File: src/hw/rtl/tvgd_queue.sv
// ----------------------------------------------------------------------------
// tvgd_queue
// Small register FIFO between the front and the back.
// ----------------------------------------------------------------------------
module tvgd_queue #(
  parameter int DataW = 8,
  parameter int Depth = 2
) (
  input  logic             clk_i,
  input  logic             rst_ni,
  input  logic             push_i,
  input  logic [DataW-1:0] data_i,
  output logic             full_o,
  input  logic             pop_i,
  output logic [DataW-1:0] data_o,
  output logic             avail_o
);
  localparam int PtrW = (Depth > 1) ? $clog2(Depth) : 1;
  localparam int CntW = $clog2(Depth + 1);

  logic [DataW-1:0] slot_q [Depth];
  logic [PtrW-1:0]  wr_q, wr_d, rd_q, rd_d;
  logic [CntW-1:0]  cnt_q, cnt_d;

  assign full_o  = cnt_q == CntW'(Depth);
  assign avail_o = cnt_q != '0;
  assign data_o  = slot_q[rd_q];

  always_comb begin
    wr_d  = wr_q;
    rd_d  = rd_q;
    cnt_d = cnt_q;
    if (push_i) wr_d = (wr_q == PtrW'(Depth - 1)) ? '0 : wr_q + PtrW'(1);
    if (pop_i)  rd_d = (rd_q == PtrW'(Depth - 1)) ? '0 : rd_q + PtrW'(1);
    if (push_i && !pop_i) cnt_d = cnt_q + CntW'(1);
    if (!push_i && pop_i) cnt_d = cnt_q - CntW'(1);
  end

  always_ff @(posedge clk_i or negedge rst_ni) begin
    if (!rst_ni) begin
      wr_q  <= '0;
      rd_q  <= '0;
      cnt_q <= '0;
    end else begin
      wr_q  <= wr_d;
      rd_q  <= rd_d;
      cnt_q <= cnt_d;
    end
  end

  always_ff @(posedge clk_i) begin
    if (push_i) slot_q[wr_q] <= data_i;
  end

endmodule

File: config.mk
export PLATFORM = sky130hd
export DESIGN_NAME = tvgd_queue
export DESIGN_NICKNAME = d
export VERILOG_FILES = /design/src/hw/rtl/tvgd_queue.sv
export SDC_FILE = /design/constraint.sdc
export NUM_CORES = 1
export LEC_CHECK = 0
export BUFFER_PORTS_ARGS = -buffer_cell sky130_fd_sc_hd__buf_2
export CAP_MARGIN = 20
export CORE_UTILIZATION = 50
export CTS_BUF_LIST = sky130_fd_sc_hd__clkbuf_8
export CTS_CLUSTER_SIZE = 10
export DETAILED_ROUTE_END_ITERATION = 6
export GPL_TIMING_DRIVEN = 1
export PLACE_DENSITY = 0.75
export SYNTH_ARGS = -nofsm -noshare
export SYNTH_HDL_FRONTEND = slang
export SYNTH_SLANG_ARGS = --single-unit
export TNS_END_PERCENT = 1
File: constraint.sdc
create_clock -name clk_i -period 1.3 [get_ports clk_i]
set_input_delay 0.26 -clock clk_i [delete_from_list [all_inputs] [get_ports clk_i]]
set_output_delay 0.26 -clock clk_i [all_outputs]
set_load 0.005 [all_outputs]
==> results.toml, run 1 <==
[route]
wire_per_inst_um = 14.1
drc = 0
via_per_inst = 4.86
detail-route-antenna-nets = 0
drt-total-wl_mm = 1.20
drt_iter0_markers = 5
drt_pass1_iterations = 2
vias = 413

[clock_tree]
path_clk_slew_ps = 70
root_buffer = "clkbuf_8"
htreeDepth = 1
cts_tree = "built"
max-clock-path-buffers = 2
clkLatencyLatePin_ps = 250
cts_num_sinks = 20
cts-buffers-inserted = 3

[critical_path]
cp-start-kind = "flip-flop"
crit_type = "flip-flop to output pin"
cp.required_ps = 1040
cp_slowest_cell = "dfrtp_2"
reg2reg_depth = 1
cp_num_buf_inv = 2
crit_family = "flip-flops"
cp.depth = 3
crit_chain = "buf_6 -> mux2_4 -> buf_6"
crit_top_cell = "buf_6"
arrival_ps = 1220
end_kind = "output pin"
critPathMaxFanout = 5
cpPeakStageDelay_ps = 420

[pwr]
ir_drop_mv = 1.24
power_mw = 2.11
power.leakage_nw = 0.418
p_per_area_nw_per_um2 = 2100

[timing]
rsz0062_at_grt = "yes"
setup_ws_ps = -176
fin_skew_ps = 0.794
finalSetupViolCount = 8
slew_headroom_pct = 74.0
whs_ps = 197
tightest_slew_ps = 390
fmax_mhz = 678
hold_viol_final = 0
slew_violations = 0
fin_crit_sh_pct = 114
finalCriticalPeriod_ps = 1480

[place]
dp.final_hpwl_um = 799
dp_cells = 77
routabilityCongestion = 0.666
portBuffers = 21

[cells_and_area]
seq_area_um2 = 582
final_cell_count_no_fill = 85
area_growth_syn_to_layout_pct = 31.6
multi_input_area_um2 = 181
drive_gt1_share_pct = 57.1
antenna_cells = 0
nNetsFinal = 84
final.fill_count = 90

[yosys]
synth_edf_count = 16
yosysUniqueCellTypes = 12
synth_area_leaders = "edfxtp_1 63%, dfrtp_1 13%, mux2_2 12%"
yosysTopAreaCell = "edfxtp_1"
yosysMostFrequentCell = "edfxtp_1"
synth_top_area_share_pct = 62.8
synth.cell_area_um2 = 764
synthArstFlopShare_pct = 20.0
yosys_register_bits = 20
ys.flop_type = "edfxtp_1"
netlist_instances = 41
synth_common_cells = "16 x edfxtp_1, 8 x mux2_2, 4 x dfrtp_1"
ys_warn_count = 0
synth_nets = 54
synth_area_per_cell_um2 = 18.6
ys_seq_area_share_pct = 75.9

[outcome]
status = "finished with violations"
violations = "negative setup slack"

[floorplanning]
num_rows = 13
die-area_um2 = 1690
die_w_um = 41.1
start_util_pct = 56.0
core_um2 = 1370
ioPinCount = 22
die_height_um = 41.1

[grt]
grt_use_total_pct = 17.0
grt_pass1_vias = 395
gr-total-overflow = 0
antenna_found_initial = 0
grt_max_degree = 12
grt_pass1_wl_mm = 1.68

[job]
maxCapViolCount = 0

[min_path]
hp-class = "primary input to flip-flop"
hold_path_depth = 1
==> report_power, final <==
group / switching, mW / leakage (nW) / internal (mW)
clock network: 0.188 / 0.0288 / 0.269
registers: 0.0842 / 0.196 / 0.875
logic: 0.268 / 0.193 / 0.430
total: 0.540 / 0.418 / 1.57
==> metal layers <==
metal | wire, um | share of wire (%) | global-route usage, %
met4 | 0 | 0 | 7.26
met5 | 0 | 0 | 0
met2 | 681 | 57 | 32.0
met1 | 474 | 39 | 16.9
met3 | 45 | 3.7 | 4.89
==> cells by family (layout without fill, tap and decap cells) <==
logic type | count (synthesis) | after routing | synth area share, %
muxes | 8 | 8 | 11.8
and+or+nand+nor | 5 | 5 | 3.77
adders and majority gates | 1 | 1 | 1.64
DFF | 20 | 20 | 75.9
buffers and inverters | 2 | 31 | 1.14
xor gates and xnor gates | 5 | 5 | 5.73
==> path summary, 6_finish.rpt <==
check                                 startpoint                      to  slack, ps
min in group asynchronous                 rst_ni    cnt_q[0]$_DFFE_PN0P_        360
max in group asynchronous                 rst_ni        rd_q$_DFFE_PN0P_        800
worst max-delay path            rd_q$_DFFE_PN0P_               data_o[1]       -180
worst max register to register  wr_q$_DFFE_PN0P_  slot_q[1][7]$_DFFE_PP_        200
worst min-delay path                   data_i[5]  slot_q[0][5]$_DFFE_PP_        200
worst min register to register  wr_q$_DFFE_PN0P_        wr_q$_DFFE_PN0P_        500
==> cell type report <==
cell class / count / area share [%]
sequential: 20 / 57.8
inverter: 1 / 0.373
clock buffer: 4 / 5.47
tap: 15 / 1.87
timing repair buffer: 26 / 16.4
multi-input combinational: 19 / 18.0
==> per-stage QoR <==
stage          TNS [ps]  setup slack (ps)  util [%]  instance area [um2]
2_1_floorplan         0               162         -                  764
3_3_place_gp          0              7.80      65.2                  891
3_5_place_dp       -119             -20.8      65.2                  891
4_1_cts           -1200              -159      72.2                  986
5_1_grt           -1640              -213      73.6                 1010
6_report          -1290              -176      73.6                 1010
==> what timing repair did <==
action / CTS / global route
setup buffers: 3 / 0
hold buffers: 1 / 0
pin swaps: 1 / 0
resized for setup: 4 / 4
endpoints found under the setup margin: 9 / 10
hold endpoints to repair: 4 / 0
==> layout by cell type (no fill, tap or decap) <==
master,count
buf_2,19
xnor2_1,2
buf_4,2
and2b_2,1
dfrtp_1,3
mux2_2,7
clkbuf_8,4
ha_1,1
inv_1,1
edfxtp_1,16
nor2_1,2
or2_4,1
dfrtp_2,1
mux2_4,1
xor2_1,3
dlygate4sd3_1,1
and2_1,1
buf_6,4
==> state kept, by name (all words and copies together), names as in the netlist <==
| signal | cells |
|---|---|
| rd_q | 1 |
| slot_q | 16 |
| cnt_q | 2 |
| wr_q | 1 |
(Power assumes the default switching activity.)
==> run 2: changes to the inputs <==
Settings changed: ABC_AREA from default to 1, CORE_UTILIZATION 50 to 40, PLACE_DENSITY 0.75 to 0.61.
==> run 2 against run 1 <==
  * The run still ends with negative setup slack left
  * Critical path depth up 1
  * Combinational power up 11%
  * Utilization down 19 points
  * First-iteration DRC count up 80%
  * Clock-buffer cell count down 1
  * Clock skew about the same
  * Largest power group unchanged
  * Highest routed layer is now met4
==> results.toml, run 2 <==
[floorplanning]
die_w_um = 47.4
die_height_um = 47.4
core_um2 = 1940
die-area_um2 = 2250
start_util_pct = 42.5
num_rows = 16
ioPinCount = 22

[timing]
fin_crit_sh_pct = 101
finalSetupViolCount = 8
tightest_slew_ps = 325
finalSetupTns_ps = -93.6
fmax_mhz = 759
slew_violations = 0
slew_headroom_pct = 78.3
setup_ws_ps = -18.0
fin_skew_ps = 1.00
rsz0062_at_grt = "yes"
finalCriticalPeriod_ps = 1320
hold_viol_final = 0

[critical_path]
crit_type = "flip-flop to output pin"
end_kind = "output pin"
arrival_ps = 1060
cp-start-kind = "flip-flop"
cpPeakStageDelay_ps = 430
cp.required_ps = 1040
crit_chain = "buf_8 -> nand2_2 -> o21ai_2 -> buf_2"
critPathMaxFanout = 8
cp_slowest_cell = "dfrtp_2"

[cells_and_area]
area_growth_syn_to_layout_pct = 29.2
largestRegisters = "slot_q (16), cnt_q (2)"
seq_area_um2 = 582
final_common_cell = "buf_2"
final.fill_count = 182
drive_gt1_share_pct = 46.8
layout_common_cells = "21 x buf_2, 16 x edfxtp_1, 15 x inv_1, 8 x o21ai_2"
multi_input_area_um2 = 198
nNetsFinal = 108
regMostFlops = "slot_q"
largest_register_ffs = 16
antenna_cells = 0

[clock_tree]
clkLatencyLatePin_ps = 250
cts_num_sinks = 20
cts_tree = "built"
path_clk_slew_ps = 70
htreeDepth = 1
max-clock-path-buffers = 2
root_buffer = "clkbuf_8"
cts-buffers-inserted = 3

[yosys]
synth_area_per_cell_um2 = 12.5
yosysMostFrequentCell = "edfxtp_1"
ys_warn_count = 0
yosysTopAreaCell = "edfxtp_1"
synthArstFlopShare_pct = 20.0
yosysUniqueCellTypes = 14
yosys_register_bits = 20
netlist_instances = 66
synth.cell_area_um2 = 826
synth_common_cells = "16 x edfxtp_1, 14 x inv_1, 14 x nand2_1"
synth_nets = 79
synth_top_area_share_pct = 58.2
synth_area_leaders = "edfxtp_1 58%, dfrtp_1 12%, inv_1 6.4%"
synth_edf_count = 16
ys_seq_area_share_pct = 70.3
ys.flop_type = "edfxtp_1"

[job]
maxCapViolCount = 0

[route]
wire_per_inst_um = 10.2
via_per_inst = 4.35
drt-total-wl_mm = 1.23
vias = 526
drt_pass1_iterations = 4
detail-route-antenna-nets = 0
drc = 0
drt_iter0_markers = 9

[place]
dp.final_hpwl_um = 825
routabilityCongestion = 0.641
portBuffers = 21

[pwr]
p_int_mw = 1.46
ir_drop_mv = 1.19
switchingPower_uw = 669
power.leakage_nw = 0.493
sequentialPowerShare_pct = 45.2
power_mw = 2.12
p_per_area_nw_per_um2 = 1990
p_comb_share_pct = 36.4
swShare_pct = 31.5
p_clk_share_pct = 18.4

[grt]
grt_use_total_pct = 10.9
antenna_found_initial = 0
grt_pass1_vias = 396
grt_pass1_wl_mm = 1.60
gr-total-overflow = 0
grt_max_degree = 18

[min_path]
hp-class = "primary input to flip-flop"

[outcome]
status = "finished with violations"
violations = "negative setup slack"
[run 2: cell count changes in the layout (fill, tap and decap cells not counted), sizes merged, moves of 8 or more]
cell,change
inv,+14
mux2,-8
nand2,+14
o21ai,+8
[run 2: path summary, 6_finish.rpt]
| kind | start | to | slack [ps] | depth (start not counted) |
|---|---|---|---|---|
| worst max-delay path | rd_q$_DFFE_PN0P_ | data_o[2] | -20 | 4 |
| max in group asynchronous | rst_ni | rd_q$_DFFE_PN0P_ | 820 | 2 |
| worst max register to register | wr_q$_DFFE_PN0P_ | slot_q[1][4]$_DFFE_PP_ | 280 | 2 |
| min in group asynchronous | rst_ni | cnt_q[0]$_DFFE_PN0P_ | 350 | 2 |
| worst min register to register | cnt_q[1]$_DFFE_PN0P_ | cnt_q[1]$_DFFE_PN0P_ | 480 | 2 |
| worst min-delay path | data_i[6] | slot_q[0][6]$_DFFE_PP_ | 200 | 1 |
[run 2: repair_timing]
item	CTS	global route
pin swaps	0	8
hold endpoints to repair	4	0
setup endpoints to repair	8	8
resized for setup	2	20
hold buffers	1	0
setup buffers	1	2
[run 2: kinds of logic (layout without fill, tap and decap cells)]
logic type,Yosys count,count (layout),synth area share (%)
simple gates,18,18,8.64
flops,20,20,70.3
compound gates,8,8,6.21
xor+xnor,3,3,3.18
fa+ha+maj,1,1,1.51
buf+inv,16,44,10.2
[run 2: worst max-delay path, delay by kind of cell (launching register included)]
family	cells	cell delay (ps)
buf+inv	2	260
flops	1	430
simple gates	1	70
compound gates	1	40
[run 2: per-stage QoR]
stage | worst slack, ps | cells | utilization, % | hold slack, ps | instance area, um2
after global placement | 52.5 | 113 | 48.5 | 72.8 | 941
after CTS | -64.4 | 119 | 51.7 | 188 | 1000
after floorplan | 156 | 66 | - | -35.6 | 826
after detailed placement | 25.2 | 113 | 48.5 | 76.6 | 941
final | -18.0 | 121 | 55.0 | 195 | 1070
after global routing | -71.3 | 121 | 55.0 | 188 | 1070
[run 2: area by class of cell]
cell class                 instances  share of cell area, %
inverter                          14                   4.92
clock buffer                       3                   3.87
tap                               27                   3.17
clock inverter                     1                  0.352
sequential                        20                   54.5
multi-input combinational         30                   18.5
timing repair buffer              26                   14.7
[run 2: metal layers]
layer  global-route usage [%]  routed length (um)  up-vias
li1                         -                   -      268
met3                     2.26                  41        2
met4                     6.86                   6        0
met1                     14.1                 570      245
met5                        0                   0        -
met2                     16.7                 615       11
[run 2: power groups by stage]
stage | combinational (mW) | clock, mW | sequential, mW
floorplan | 0.454 | 0 | 0.937
CTS | 0.541 | 0.406 | 1.01
finish | 0.773 | 0.391 | 0.961
global route | 0.882 | 0.431 | 0.973
global placement | 0.496 | 0 | 1.02
detailed placement | 0.509 | 0 | 1.02
==> run 3: changes to the inputs <==
Settings changed: ABC_AREA 1 to default, PLACE_DENSITY 0.61 to 0.62.
==> run 3 against run 2 <==
  * The flow still finishes with violations (negative setup slack)
  * Largest power group unchanged
  * Sequential power hardly changed
  * Highest routed layer is now met3
  * Via count is 19% lower
  * Cell count down 21%
  * Register-to-register slack got worse by 90 ps
  * Sequential cell count stayed put
  * Utilization is 1.7 points higher
  * Die area down 7.1%
==> results.toml, run 3 (synthesized netlist as in run 1, its figures left out) <==
[outcome]
status = "finished with violations"
violations = "negative setup slack"

[route]
wire_per_inst_um = 11.9
vias = 424
drt-total-wl_mm = 1.14
via_per_inst = 4.42
drt_pass1_iterations = 3
detail-route-antenna-nets = 0
drc = 0
drt_iter0_markers = 3

[clock_tree]
cts-buffers-inserted = 3
cts_tree = "built"
root_buffer = "clkbuf_8"
max-clock-path-buffers = 2
htreeDepth = 1
cts_num_sinks = 20
clkLatencyLatePin_ps = 250
path_clk_slew_ps = 70

[cells_and_area]
largestRegisters = "slot_q (16), cnt_q (2)"
antenna_cells = 0
nNetsFinal = 85
area_growth_syn_to_layout_pct = 30.8
multi_input_area_um2 = 178
regMostFlops = "slot_q"
final.fill_count = 161
layout_common_cells = "21 x buf_2, 16 x edfxtp_1, 8 x mux2_2"
final_cell_count_no_fill = 96
drive_gt1_share_pct = 56.3
final_common_cell = "buf_2"
largest_register_ffs = 16
seq_area_um2 = 582

[pwr]
p_per_area_nw_per_um2 = 2010
power.leakage_nw = 0.409
ir_drop_mv = 1.01

[floorplanning]
die-area_um2 = 2090
ioPinCount = 22
die_height_um = 45.7
num_rows = 15
start_util_pct = 43.3
die_w_um = 45.7
core_um2 = 1760

[grt]
grt_max_degree = 12
grt_pass1_wl_mm = 1.54
grt_pass1_vias = 365
gr-total-overflow = 0
grt_use_total_pct = 11.5
antenna_found_initial = 0

[timing]
fmax_mhz = 682
fin_skew_ps = 1.64
setup_ws_ps = -166
hold_viol_final = 0
tightest_slew_ps = 415
finalCriticalPeriod_ps = 1470
finalSetupViolCount = 8
slew_headroom_pct = 72.3
slew_violations = 0
rsz0062_at_grt = "yes"
fin_crit_sh_pct = 113

[min_path]
hp-class = "primary input to flip-flop"

[critical_path]
crit_type = "flip-flop to output pin"
arrival_ps = 1210
cp.required_ps = 1040
critPathMaxFanout = 4
end_kind = "output pin"
cp-start-kind = "flip-flop"

[place]
dp.final_hpwl_um = 829
dp_cells = 88
routabilityCongestion = 0.638
portBuffers = 21
place_ws_ps = -15.3

[job]
maxCapViolCount = 0
## run 3: layout make-up
class	instances	area share (%)
Sequential cell	20	58.2
Multi-Input combinational cell	19	17.8
Timing Repair Buffer	27	16.0
Clock buffer	3	4.13
Tap cell	25	3.13
Clock inverter	1	0.375
Inverter	1	0.375
## run 3: final timing paths
check / start / end / slack [ps] / cells past startpoint
max in group asynchronous: rst_ni / rd_q$_DFFE_PN0P_ / 830 / 2
setup reg to reg: wr_q$_DFFE_PN0P_ / slot_q[1][4]$_DFFE_PP_ / 190 / 1
setup / recovery: rd_q$_DFFE_PN0P_ / data_o[2] / -170 / 3
hold / removal: data_i[0] / slot_q[1][0]$_DFFE_PP_ / 200 / 1
min in group asynchronous: rst_ni / cnt_q[0]$_DFFE_PN0P_ / 340 / 2
hold reg to reg: wr_q$_DFFE_PN0P_ / wr_q$_DFFE_PN0P_ / 480 / 1
## run 3: report_power, final
group          switching [mW]  internal (mW)
clock network           0.179          0.209
registers              0.0848          0.875
logic                   0.254          0.408
## run 3: what timing repair did
item,in CTS,in global routing
pin swaps,1,0
hold endpoints to repair,4,0
resized for setup,5,0
endpoints found under the setup margin,9,10
hold buffers,1,0
setup buffers,3,0
## run 3: metal layers
| metal | track usage, % | vias up | wire length (um) |
|---|---|---|---|
| li1 | - | 208 | - |
| met1 | 13.9 | 201 | 530 |
| met2 | 17.7 | 15 | 542 |
| met3 | 4.76 | 0 | 68 |
| met4 | 5.88 | 0 | 0 |
| met5 | 0 | - | 0 |
## run 3: worst max-delay path, cell delays in order (launching register included)
cell     delay (ps)
dfrtp_2         390
buf_6           110
mux2_2          330
buf_2           130
## run 3: stage by stage
step	area, um2	hold WS, ps	setup TNS, ps	util (%)	total power [mW]
floorplan	764	-35.6	0	-	1.29
global placement	911	71.7	-30.9	51.6	1.51
detailed placement	911	73.3	-33.1	51.6	1.53
CTS	1000	192	-1290	56.7	2.03
global route	1000	185	-1620	56.7	2.12
finish	1000	197	-1240	56.7	2.01
