File: config.mk
export PLATFORM = sky130hd
export DESIGN_NAME = tvgd_front_flat
export DESIGN_NICKNAME = d
export VERILOG_FILES = /design/src/hw/rtl/tvgd_pkg.sv /design/src/hw/rtl/tvgd_stream_if.sv /design/src/hw/rtl/tvgd_front.sv /design/src/flat_wrapper.sv
export SDC_FILE = /design/constraint.sdc
export NUM_CORES = 1
export LEC_CHECK = 0
export BUFFER_PORTS_ARGS = -buffer_cell sky130_fd_sc_hd__buf_4
export CORE_MARGIN = 8
export CORE_UTILIZATION = 52
export DETAILED_ROUTE_END_ITERATION = 6
export HOLD_SLACK_MARGIN = 0.12
export MAX_ROUTING_LAYER = met4
export PLACE_DENSITY = 0.9
export SYNTH_ARGS = -nofsm -noshare
export SYNTH_HDL_FRONTEND = slang
export SYNTH_SLANG_ARGS = --single-unit
export TNS_END_PERCENT = 1
File: constraint.sdc
create_clock -name clk_i -period 11.35 [get_ports clk_i]
set_clock_uncertainty 0.1 [all_clocks]
set_input_delay 2.27 -clock clk_i [delete_from_list [all_inputs] [get_ports clk_i]]
set_output_delay 2.27 -clock clk_i [all_outputs]
set_load 0.03 [all_outputs]
File: src/hw/rtl/tvgd_pkg.sv
// ----------------------------------------------------------------------------
// tvgd_pkg
// Shared types, register indexes and constants for the TV gradient pass core.
// ----------------------------------------------------------------------------
package tvgd_pkg;

  localparam int MaxWidthDef = 1024;
  localparam int HeightLimit = 4096;
  localparam int RowW        = 12;

  localparam int CfgIdxW  = 3;
  localparam int CfgDataW = 32;

  localparam logic [CfgIdxW-1:0] CFG_IMAGE_WIDTH  = 3'd0;
  localparam logic [CfgIdxW-1:0] CFG_IMAGE_HEIGHT = 3'd1;
  localparam logic [CfgIdxW-1:0] CFG_REG_WEIGHT   = 3'd2;
  localparam logic [CfgIdxW-1:0] CFG_STEP_SIZE    = 3'd3;
  localparam logic [CfgIdxW-1:0] CFG_EPS_SQUARED  = 3'd4;

  localparam logic [10:0] IMAGE_WIDTH_RST  = 11'd1024;
  localparam logic [12:0] IMAGE_HEIGHT_RST = 13'd1024;
  localparam logic [31:0] REG_WEIGHT_RST   = 32'd42950;
  localparam logic [17:0] STEP_SIZE_RST    = 18'd122076;
  localparam logic [31:0] EPS_SQUARED_RST  = 32'd68719;

  typedef struct packed {
    logic signed [19:0] est_here;
    logic signed [19:0] est_right;
    logic signed [19:0] est_below;
    logic signed [19:0] conv_term;
    logic signed [19:0] data_term;
    logic               final_pass;
  } in_word_t;

  typedef struct packed {
    logic signed [19:0] new_estimate;
    logic [7:0]         out_pixel;
    logic               end_of_frame;
  } out_word_t;

  // pixel word plus its position class, as the front hands it to the back
  typedef struct packed {
    in_word_t word;
    logic     last_col;
    logic     last_row;
    logic     use_div;
    logic     end_of_frame;
  } task_t;

  typedef struct packed {
    logic [31:0] reg_weight;
    logic [17:0] step_size;
    logic [31:0] eps_squared;
  } coef_t;

endpackage

File: src/hw/rtl/tvgd_stream_if.sv
// ----------------------------------------------------------------------------
// tvgd_stream_if
// Valid/ready channel carrying one word per handshake.
// ----------------------------------------------------------------------------
interface tvgd_stream_if #(
  parameter type word_t = logic
) ();
  logic  valid;
  logic  ready;
  word_t data;

  modport source (output valid, output data, input ready);
  modport sink   (input valid, input data, output ready);
endinterface

File: src/hw/rtl/tvgd_front.sv
// ----------------------------------------------------------------------------
// tvgd_front
// Accepts pixel words, tracks raster position and tags edge conditions.
// ----------------------------------------------------------------------------
module tvgd_front #(
  parameter int MaxWidth = tvgd_pkg::MaxWidthDef,
  parameter int ColW     = $clog2(MaxWidth)
) (
  input  logic               clk_i,
  input  logic               rst_ni,
  tvgd_stream_if.sink        in_chan_i,
  input  logic [10:0]        image_width_i,
  input  logic [12:0]        image_height_i,
  output tvgd_pkg::task_t    task_o,
  output logic [ColW-1:0]    col_o,
  output logic               push_o,
  input  logic               full_i
);
  import tvgd_pkg::*;

  logic [ColW-1:0] col_q, col_d;
  logic [RowW-1:0] row_q, row_d;
  logic [31:0]     w_lim, h_lim;
  logic            last_col, last_row;

  always_comb begin
    w_lim = 32'(image_width_i);
    if (w_lim < 32'd2) w_lim = 32'd2;
    if (w_lim > 32'(MaxWidth)) w_lim = 32'(MaxWidth);
    h_lim = 32'(image_height_i);
    if (h_lim < 32'd2) h_lim = 32'd2;
    if (h_lim > 32'(HeightLimit)) h_lim = 32'(HeightLimit);
  end

  assign last_col = 32'(col_q) >= (w_lim - 32'd1);
  assign last_row = 32'(row_q) >= (h_lim - 32'd1);

  assign in_chan_i.ready = !full_i;
  assign push_o          = in_chan_i.valid && !full_i;

  always_comb begin
    task_o.word         = in_chan_i.data;
    task_o.last_col     = last_col;
    task_o.last_row     = last_row;
    task_o.use_div      = (col_q != '0) && (row_q != '0);
    task_o.end_of_frame = last_col && last_row;
    col_o               = col_q;
  end

  always_comb begin
    col_d = col_q;
    row_d = row_q;
    if (push_o) begin
      if (last_col) begin
        col_d = '0;
        row_d = last_row ? '0 : row_q + RowW'(1);
      end else begin
        col_d = col_q + ColW'(1);
      end
    end
  end

  always_ff @(posedge clk_i or negedge rst_ni) begin
    if (!rst_ni) begin
      col_q <= '0;
      row_q <= '0;
    end else begin
      col_q <= col_d;
      row_q <= row_d;
    end
  end

endmodule

File: src/flat_wrapper.sv
// flat-port wrapper written by rule: the top's interface ports become plain ports
module tvgd_front_flat import tvgd_pkg::*;
#(
  parameter int MaxWidth = tvgd_pkg::MaxWidthDef,
  parameter int ColW     = $clog2(MaxWidth)
)
  (clk_i, rst_ni, image_width_i, image_height_i, task_o, col_o, push_o, full_i, in_chan_i_valid, in_chan_i_data, in_chan_i_ready);
  tvgd_stream_if in_chan_i_i ();
  input  logic clk_i;
  input  logic rst_ni;
  input  logic [10:0] image_width_i;
  input  logic [12:0] image_height_i;
  output tvgd_pkg::task_t task_o;
  output logic [ColW-1:0] col_o;
  output logic push_o;
  input  logic full_i;
  input wire logic [$bits(in_chan_i_i.valid)-1:0] in_chan_i_valid;
  input wire logic [$bits(in_chan_i_i.data)-1:0] in_chan_i_data;
  output wire logic [$bits(in_chan_i_i.ready)-1:0] in_chan_i_ready;
  assign in_chan_i_i.valid = in_chan_i_valid;
  assign in_chan_i_i.data = in_chan_i_data;
  assign in_chan_i_ready = in_chan_i_i.ready;
  tvgd_front #(.MaxWidth(MaxWidth), .ColW(ColW)) u_core (.clk_i(clk_i), .rst_ni(rst_ni), .in_chan_i(in_chan_i_i), .image_width_i(image_width_i), .image_height_i(image_height_i), .task_o(task_o), .col_o(col_o), .push_o(push_o), .full_i(full_i));
endmodule
==> results of run 1 <==
==> synth_stat cells (2+ instances only) <==
cell type / count
a211o_1: 2
a211oi_1: 3
a21o_1: 5
a21oi_1: 7
a221o_1: 7
a221oi_1: 2
a22o_1: 4
a31oi_1: 3
and2_1: 3
and3_1: 9
buf_4: 103
clkbuf_1: 7
dfrtp_1: 22
ha_1: 28
inv_1: 13
nand2_1: 22
nand2b_1: 3
nand3_1: 13
nand4_1: 3
nor2_1: 36
nor2b_1: 7
nor3_1: 12
nor4_1: 4
nor4b_1: 2
o2111ai_1: 4
o211ai_1: 4
o21a_1: 5
o21ai_0: 7
o21bai_1: 2
o221ai_1: 2
o31a_1: 2
o31ai_1: 2
or3_1: 5
or4_1: 3
xnor2_1: 7
xor2_1: 6
==> where the power goes <==
| group | switching, mW | internal [mW] | leakage [nW] |
|---|---|---|---|
| combinational | 0.0992 | 0.0413 | 1.33 |
| sequential | 0.0140 | 0.0858 | 0.290 |
| clock | 0.0252 | 0.0309 | 0.0288 |
==> how the worst max path moves through the flow <==
stage / end / start / cells after the start
2_1_floorplan: task_o[0] / image_height_i[4] / 15
3_3_place_gp: task_o[0] / image_height_i[4] / 17
3_5_place_dp: task_o[0] / image_height_i[4] / 17
4_1_cts: task_o[0] / image_height_i[4] / 17
5_1_grt: task_o[0] / image_height_i[4] / 17
6_report: task_o[0] / image_height_i[4] / 17
==> kinds of logic (layout without fill, tap and decap cells) <==
kind of cell	Yosys count	in the layout
buf+inv	124	60
compound gates	68	68
xor+xnor	13	13
mux	2	2
flops	22	22
other cells	1	100
fa+ha+maj	28	28
simple gates	128	128
==> cell type report <==
type	count	area share, %
Multi-Input combinational cell	339	65.7
Sequential cell	22	17.6
Timing Repair Buffer	43	10.3
Tap cell	75	3.00
Clock buffer	4	1.76
Inverter	13	1.56
==> registers in the layout, indices dropped and copies added (netlist names) <==
register      count
u_core.col_o     10
u_core.row_q     12
==> layer usage <==
layer / vias up / global-route usage, %
met4: 0 / 4.03
met2: 106 / 29.8
li1: 1244 / -
met3: 12 / 3.53
met1: 1231 / 16.2
met5: - / -
==> metrics by stage <==
| stage | hold slack, ns | util (%) | area (µm²) | total power [mW] |
|---|---|---|---|---|
| CTS | 0.515 | 53.4 | 3120 | 0.298 |
| global placement | 0.489 | 52.5 | 3070 | 0.237 |
| global route | 0.554 | 53.4 | 3120 | 0.318 |
| detailed placement | 0.494 | 52.5 | 3070 | 0.241 |
| finish | 0.531 | 53.4 | 3120 | 0.296 |
| floorplan | 0.443 | - | 3460 | 0.229 |
==> worst max-delay path, cell delays in order <==
cell and delay (ns):
buf_4 0.12, or4_4 0.56, nor2_1 0.32, nand2_1 0.14, o21ai_0 0.29, ha_1 0.36
inv_1 0.17, nor2_1 0.13, o221ai_1 0.13, ha_1 0.31, a21o_1 0.18, a2111oi_0 0.38
nand2_1 0.16, o21ai_4 0.24, inv_1 0.14, and2_1 0.16, buf_4 0.16
==> run_results.csv, run 1 <==
group,metric,value,unit
run_status,status,"completed",
clocking,post_cts_resized,0,
setup_path,worst-r2r-cell-count,6,
min_path,hold_path_startpoint,"u_core.row_q[6]",
route,ant_nets,0,
floorplan,die_y,93.1,µm
cells_and_area,finalNonFillerCells,496,
setup_path,r2r_start,"u_core.col_o[6]",
floorplan,core_area,5850,µm²
synthesis,netlist.area_leader.share,25.0,%
clocking,cts_buffers,3,
synthesis,synth_compound_area_share,17.2,%
cells_and_area,multiInputGateArea,2050,µm²
route,wl_met3,597,µm
floorplan,pin_count,146,
clocking,clock_sinks,22,
setup_path,cp-end-kind,"output port",
synthesis,synth_fa_ha_area_share,11.3,%
placement,place_congestion,0.860,
floorplan,die-width,93.1,µm
min_path,worstHoldEndpoint,"u_core.row_q[6]",
setup_path,required,8.98,ns
synthesis,yosysSeqAreaShare,17.8,%
clocking,clk_pin_slew,0.08,ns
route,via_count,2593,
setup_path,start_kind,"primary input",
route,met2_length,3700,µm
sta,fin_setup_tns,0,ns
floorplan,placementRows,28,
sta,rsz0062_at_grt,"false",
power,p_leak,1.65,nW
min_path,worst_hold_path_type,"reg2reg",
run,maxCapViolations,0,
clocking,h-tree-depth,1,
route,drt_pass1_iterations,4,
synthesis,synth_xor_xnor_area_share,3.68,%
cells_and_area,final_nets,479,
synthesis,ys_top_cells_by_area,"buf_4 (25%), dfrtp_1 (18%), ha_1 (11%)",
sta,fin_crit,8.61,ns
synthesis,yosysWarnings,0,
global_routing,overflow,0,
route,wl_met1,2580,µm
synthesis,ys_ff_latch,22,
min_path,holdPathStages,1,
cells_and_area,num-fill-cells,577,
synthesis,avgSynthCellArea,8.01,µm²
setup_path,worstSetupPathType,"in2out",
sta,setup_ws,2.74,ns
setup_path,critPathArrivalTime,6.24,ns
setup_path,reg2reg_to,"u_core.row_q[8]",
clocking,clock_latency,0.26,ns
power,vdd_drop_max,39.5,µV
clocking,tritoncts,"done",
route,drt_iter0_drc,155,
sta,worst_slew_pin_slew,0.950,ns
synthesis,synth_edf_count,0,
global_routing,antenna_found_initial,0,
placement,dp_slack,2.79,ns
sta,max_freq,0.116,GHz
cells_and_area,diodes,0,
setup_path,crit_fanout,9,
synthesis,ys_async_sr_fraction,100,%
synthesis,synth_mux_area_share,0.688,%
global_routing,grt_pass1_wl,11400,µm
clocking,cts.path.max_buffers,2,
clocking,cts-root-buf,"clkbuf_8",
clocking,cts_setup_buffers,0,
clocking,cts_hold_buf,0,
cells_and_area,final_common_cell,"conb_1",
floorplan,dieArea,8670,µm²
route,top_layer,"met4",
placement,port_buffers,43,
route,wire_per_inst,14.1,µm
synthesis,yosysUniqueCellTypes,53,
global_routing,grt_pass1_vias,2543,
synthesis,synth_top_family_by_area,"buffers and inverters",
sta,timing.slew.headroom,36.7,%
sta,setup_viol,0,
route,viasPerCell,5.23,
power,pwr_density_cell,94.9,nW/µm²
sta,final_max_slew_viol_count,0,
synthesis,synth_ff_type,"dfrtp_1",
placement,place_inst,492,
cells_and_area,layout.area.seq,551,µm²
global_routing,grt_max_degree,23,
synthesis,netlist_area,3090,µm²
floorplan,start_util,52.8,%
setup_path,reg2reg_slack,8.32,ns
synthesis,synthCells,386,
route,totalWireLength,6970,µm
cells_and_area,syn_to_final_growth,1.05,%
cells_and_area,final_layout_size_suffix_gt1_share,12.8,%
cells_and_area,final_cell_mix,"conb_1 (100), buf_4 (43), nor2_1 (36)",
sta,hold_viol,0,
global_routing,grt_use_total,15.9,%
route,drc,0,
sta,fin_crit_sh,75.8,%
synthesis,yosys.area.top_type,"buf_4",
synthesis,synth-simple-area-share,21.4,%
placement,hpwlAfterDp,5760,µm
No activity file was read; power rests on OpenSTA's default activity.
==> inputs of run 2 (changes only) <==
--- a/config.mk
+++ b/config.mk
@@ -7,11 +7,11 @@
 export LEC_CHECK = 0
 export BUFFER_PORTS_ARGS = -buffer_cell sky130_fd_sc_hd__buf_4
 export CORE_MARGIN = 8
-export CORE_UTILIZATION = 52
+export CORE_UTILIZATION = 43
 export DETAILED_ROUTE_END_ITERATION = 6
 export HOLD_SLACK_MARGIN = 0.12
 export MAX_ROUTING_LAYER = met4
-export PLACE_DENSITY = 0.9
+export PLACE_DENSITY = 0.8
 export SYNTH_ARGS = -nofsm -noshare
 export SYNTH_HDL_FRONTEND = slang
 export SYNTH_SLANG_ARGS = --single-unit
==> constraint.sdc (replaced) <==
create_clock -name clk_i -period 7.8 [get_ports clk_i]
set_clock_uncertainty 0.1 [all_clocks]
set_input_delay 1.56 -clock clk_i [delete_from_list [all_inputs] [get_ports clk_i]]
set_output_delay 1.56 -clock clk_i [all_outputs]
set_load 0.03 [all_outputs]
==> run 2 against run 1 <==
Register-to-register slack got worse by 3.0 ns. Worst setup slack got worse by 2.1 ns. First-iteration DRC count down 0.65%. Sequential power increased by 46%. Critical path depth unchanged. Hold slack lost 0.0076 ns. Clock-buffer cell count decreased by 1. Utilization decreased by 8.6 points. Via count decreased by 2.4%. Non-clock buffer count is 1 higher. Power up 55%. Global-route usage decreased by 2.8 points. Critical path type unchanged. Largest cell class unchanged. Highest routed layer unchanged.
==> run_results.csv, run 2 (same netlist as run 1, synthesis figures left out) <==
group,metric,value,unit
run_status,status,"completed",
cells_and_area,regMostFlops,"u_core.row_q",
cells_and_area,final_layout_size_suffix_gt1_share,13.0,%
cells_and_area,layout.area.seq,551,µm²
setup_path,critPathArrivalTime,5.51,ns
clocking,post_cts_resized,0,
route,totalWireLength,6810,µm
sta,worst_slew_pin_slew,0.611,ns
clocking,cts_setup_buffers,0,
setup_path,worstSetupPathType,"in2out",
route,viasPerCell,4.86,
setup_path,required,6.14,ns
cells_and_area,final_common_cell,"conb_1",
route,wire_per_inst,13.1,µm
power,vdd_drop_max,78.3,µV
setup_path,path_cells,"buf_4 -> or4_4 -> nor2_1 -> nand2_1 -> o21ai_0 -> ha_1 -> inv_1 -> nor2_1 -> o221ai_1 -> ha_1 -> a21o_1 -> a2111oi_0 -> nand2_1 -> o21ai_4 -> inv_1 -> and2_1 -> buf_4",
floorplan,placementRows,31,
global_routing,grt_pass1_wl,10800,µm
cells_and_area,finalNonFillerCells,521,
setup_path,start_kind,"primary input",
placement,placed_area,3110,µm²
route,drc,0,
setup_path,critPathMaxStageDelay,0.56,ns
floorplan,start_util,43.6,%
route,ant_nets,0,
cells_and_area,num-fill-cells,709,
sta,timing.slew.headroom,58.9,%
cells_and_area,final_nets,480,
setup_path,crit_fanout,9,
sta,fin_crit,7.17,ns
sta,hold_viol,0,
placement,port_buffers,43,
clocking,clock_latency,0.27,ns
global_routing,antenna_found_initial,0,
placement,dp_slack,0.711,ns
clocking,cts_buffers,3,
floorplan,pin_count,146,
cells_and_area,final_area,3180,µm²
floorplan,die-width,101,µm
global_routing,grt_max_degree,23,
route,drt_pass1_iterations,4,
clocking,tritoncts,"done",
sta,final_max_slew_viol_count,0,
power,p_leak,1.66,nW
sta,max_freq,0.140,GHz
placement,place_inst,517,
setup_path,critPathTopFamily,"simple AND/OR/NAND/NOR gates",
clocking,h-tree-depth,1,
sta,setup_ws,0.632,ns
clocking,cts-root-buf,"clkbuf_8",
route,via_count,2531,
run,maxCapViolations,0,
cells_and_area,largest_reg_flops,12,
sta,setup_viol,0,
global_routing,overflow,0,
clocking,cts_hold_buf,0,
sta,rsz0062_at_grt,"false",
cells_and_area,final_cell_mix,"conb_1 (100), buf_4 (44), nor2_1 (36)",
cells_and_area,multiInputGateArea,2050,µm²
cells_and_area,syn_to_final_growth,2.79,%
cells_and_area,diodes,0,
floorplan,die_y,101,µm
floorplan,core_area,7100,µm²
power,pwr_density_cell,144,nW/µm²
route,drt_iter0_drc,154,
clocking,cts.path.max_buffers,2,
setup_path,crit_slowest_cell,"or4_4",
floorplan,dieArea,10200,µm²
setup_path,cp-end-kind,"output port",
sta,fin_crit_sh,91.9,%
global_routing,grt_pass1_vias,2425,
global_routing,grt_use_total,13.1,%
setup_path,path_buf_inv,4,
placement,hpwlAfterDp,5690,µm
clocking,clk_pin_slew,0.08,ns
clocking,clock_sinks,22,
sta,fin_setup_tns,0,ns
min_path,worst_hold_path_type,"reg2reg",
placement,place_congestion,0.828,
run 2: changes by cell type in the layout (fill, tap and decap cells not counted), sizes merged:
cell / change
buf: +1
bufinv: +1
clkbuf: -1
run 2: final cells by class:
cell class / instances / share of cell area (%)
Clock buffer: 3 / 1.30
Tap cell: 99 / 3.90
Timing Repair Buffer: 44 / 10.4
Clock inverter: 1 / 0.945
Multi-Input combinational cell: 339 / 64.6
Inverter: 13 / 1.54
Sequential cell: 22 / 17.3
run 2: path summary, 6_finish.rpt:
check	to	cells past startpoint	slack [ns]	from
worst max-delay path	task_o[0]	17	0.63	image_height_i[4]
worst min-delay path	u_core.row_q[11]	1	0.52	u_core.row_q[11]
worst max register to register	u_core.row_q[2]	8	5.33	u_core.row_q[4]
worst min register to register	u_core.row_q[11]	1	0.52	u_core.row_q[11]
max in group asynchronous	u_core.col_o[4]	1	6.29	rst_ni
min in group asynchronous	u_core.col_o[0]	1	1.07	rst_ni
run 2: stage by stage:
step	util, %	power, mW	hold WS, ns
final	44.8	0.459	0.523
after global routing	44.8	0.488	0.564
after CTS	44.8	0.461	0.515
after detailed placement	43.8	0.352	0.493
after global placement	43.8	0.347	0.495
after floorplan	-	0.333	0.443
run 2: where the power goes:
group	total [mW]	internal [mW]	switching [mW]
registers	0.146	0.125	0.0211
logic	0.205	0.0600	0.145
clock network	0.108	0.0686	0.0397
run 2: routing by layer:
layer,vias to the layer above,routed length [µm],track usage (%)
li1,1244,-,-
met1,1199,2690,14.2
met2,86,3600,23.5
met3,2,503,3.04
met4,0,14,2.91
met5,-,0,-
==> inputs of run 3 (changes only) <==
--- a/config.mk
+++ b/config.mk
@@ -7,11 +7,11 @@
 export LEC_CHECK = 0
 export BUFFER_PORTS_ARGS = -buffer_cell sky130_fd_sc_hd__buf_4
 export CORE_MARGIN = 8
-export CORE_UTILIZATION = 43
+export CORE_UTILIZATION = 48
 export DETAILED_ROUTE_END_ITERATION = 6
 export HOLD_SLACK_MARGIN = 0.12
 export MAX_ROUTING_LAYER = met4
-export PLACE_DENSITY = 0.8
+export PLACE_DENSITY = 0.84
 export SYNTH_ARGS = -nofsm -noshare
 export SYNTH_HDL_FRONTEND = slang
 export SYNTH_SLANG_ARGS = --single-unit
==> constraint.sdc (replaced) <==
create_clock -name clk_i -period 7.2 [get_ports clk_i]
set_clock_uncertainty 0.1 [all_clocks]
set_input_delay 0.72 -clock clk_i [delete_from_list [all_inputs] [get_ports clk_i]]
set_output_delay 0.72 -clock clk_i [all_outputs]
set_load 0.005 [all_outputs]
==> run 3 against run 2 <==
Register-to-register slack worse by 0.58 ns. Cell area shrank 0.87%. Critical endpoint unchanged. First-iteration DRC count is 44% lower. Power fell by 10%. Wire length rose by 1.1%. Non-clock buffer count is the same. Flip-flop and latch count unchanged. Largest cell class unchanged. Sequential share of layout area is 0.15 points higher. Critical path type unchanged.
==> run_results.csv, run 3 (same netlist as run 1, synthesis figures left out) <==
group,metric,value,unit
sta,timing.slew.headroom,61.1,%
route,ant_nets,0,
floorplan,dieArea,9270,µm²
clocking,cts.path.max_buffers,2,
setup_path,critPathArrivalTime,4.61,ns
power,vdd_drop_max,78.2,µV
route,viasPerCell,5.10,
global_routing,grt_pass1_vias,2396,
sta,whs,0.225,ns
cells_and_area,final_core_util,50.2,%
placement,place_congestion,0.895,
sta,fin_crit,5.43,ns
cells_and_area,final_common_cell,"conb_1",
clocking,clk_pin_slew,0.08,ns
placement,port_buffers,43,
sta,fin_crit_sh,75.5,%
min_path,worst_hold_path_type,"in2async",
cells_and_area,largest_reg_flops,12,
clocking,h-tree-depth,1,
run_status,status,"completed",
floorplan,pin_count,146,
floorplan,die-width,96.3,µm
setup_path,required,6.38,ns
setup_path,start_kind,"primary input",
cells_and_area,final_layout_size_suffix_gt1_share,13.0,%
power,finalPower,0.412,mW
route,drt_pass1_iterations,4,
cells_and_area,diodes,0,
sta,worst_slew_pin_slew,0.579,ns
route,via_count,2546,
floorplan,start_util,49.3,%
sta,hold_viol,0,
power,p_leak,1.66,nW
clocking,tritoncts,"done",
setup_path,worstSetupPathType,"in2out",
global_routing,grt_pass1_wl,10400,µm
floorplan,die_y,96.3,µm
run,maxCapViolations,0,
global_routing,grt_use_total,14.0,%
cells_and_area,final_nets,480,
floorplan,placementRows,29,
route,totalWireLength,6880,µm
route,drc,0,
global_routing,overflow,0,
placement,place_inst,495,
floorplan,core_area,6280,µm²
clocking,cts_buffers,3,
route,drt_iter0_drc,87,
sta,rsz0062_at_grt,"false",
global_routing,grt_max_degree,23,
cells_and_area,regMostFlops,"u_core.row_q",
cells_and_area,finalNonFillerCells,499,
setup_path,worst-r2r-cell-count,8,
setup_path,reg2reg_slack,4.75,ns
clocking,cts-root-buf,"clkbuf_8",
global_routing,antenna_found_initial,0,
sta,final_max_slew_viol_count,0,
sta,fin_setup_tns,0,ns
clocking,clock_sinks,22,
clocking,cts_hold_buf,0,
setup_path,cp-end-kind,"output port",
clocking,cts_setup_buffers,0,
power,pwr_density_cell,131,nW/µm²
cells_and_area,final_cell_mix,"conb_1 (100), buf_4 (44), nor2_1 (36)",
cells_and_area,syn_to_final_growth,1.90,%
sta,setup_viol,0,
setup_path,crit_fanout,9,
clocking,clock_latency,0.26,ns
placement,hpwlAfterDp,5730,µm
sta,max_freq,0.184,GHz
route,wire_per_inst,13.8,µm
clocking,post_cts_resized,0,
[run 3: cell counts in the layout (fill, tap and decap cells not counted)]
Identical to the previous run, type by type.
[run 3: path summary, 6_finish.rpt]
kind	startpoint	end
setup / recovery	image_height_i[4]	task_o[0]
hold / removal	rst_ni	u_core.col_o[9]
hold reg to reg	u_core.row_q[11]	u_core.row_q[11]
min in group clk_i	u_core.row_q[11]	u_core.row_q[11]
max in group asynchronous	rst_ni	u_core.row_q[4]
setup reg to reg	u_core.row_q[9]	u_core.row_q[9]
[run 3: worst max-delay path, cell delays in order]
cell,delay (ns)
buf_4,0.12
or4_4,0.56
nor2_1,0.32
nand2_1,0.15
o21ai_0,0.26
ha_1,0.35
inv_1,0.16
nor2_1,0.13
o221ai_1,0.13
ha_1,0.31
a21o_1,0.19
a2111oi_0,0.40
nand2_1,0.15
o21ai_4,0.24
inv_1,0.14
and2_1,0.16
buf_4,0.13
[run 3: layout make-up]
cell class / instances / area [µm²]
tap: 77 / 96.3
clock inverter: 1 / 30.0
fill: 606 / 3130
clock buffer: 3 / 41.3
timing repair buffer: 44 / 330
multi-input combinational: 339 / 2050
inverter: 13 / 48.8
sequential: 22 / 551
[run 3: metal layers]
metal  routed length [µm]  global-route usage, %
met5                    0                      -
met4                   46                   3.59
met3                  589                   2.50
met2                 3700                   25.8
met1                 2540                   14.9
[run 3: metrics by stage]
| step | cell area, µm² | setup slack, ns |
|---|---|---|
| floorplan | 3460 | 2.49 |
| global placement | 3080 | 1.98 |
| detailed placement | 3080 | 1.76 |
| CTS | 3150 | 1.76 |
| global route | 3150 | 1.36 |
| finish | 3150 | 1.77 |
[run 3: power breakdown]
group | switching [mW] | internal (mW)
logic | 0.0763 | 0.0642
registers | 0.0220 | 0.135
clock network | 0.0402 | 0.0743
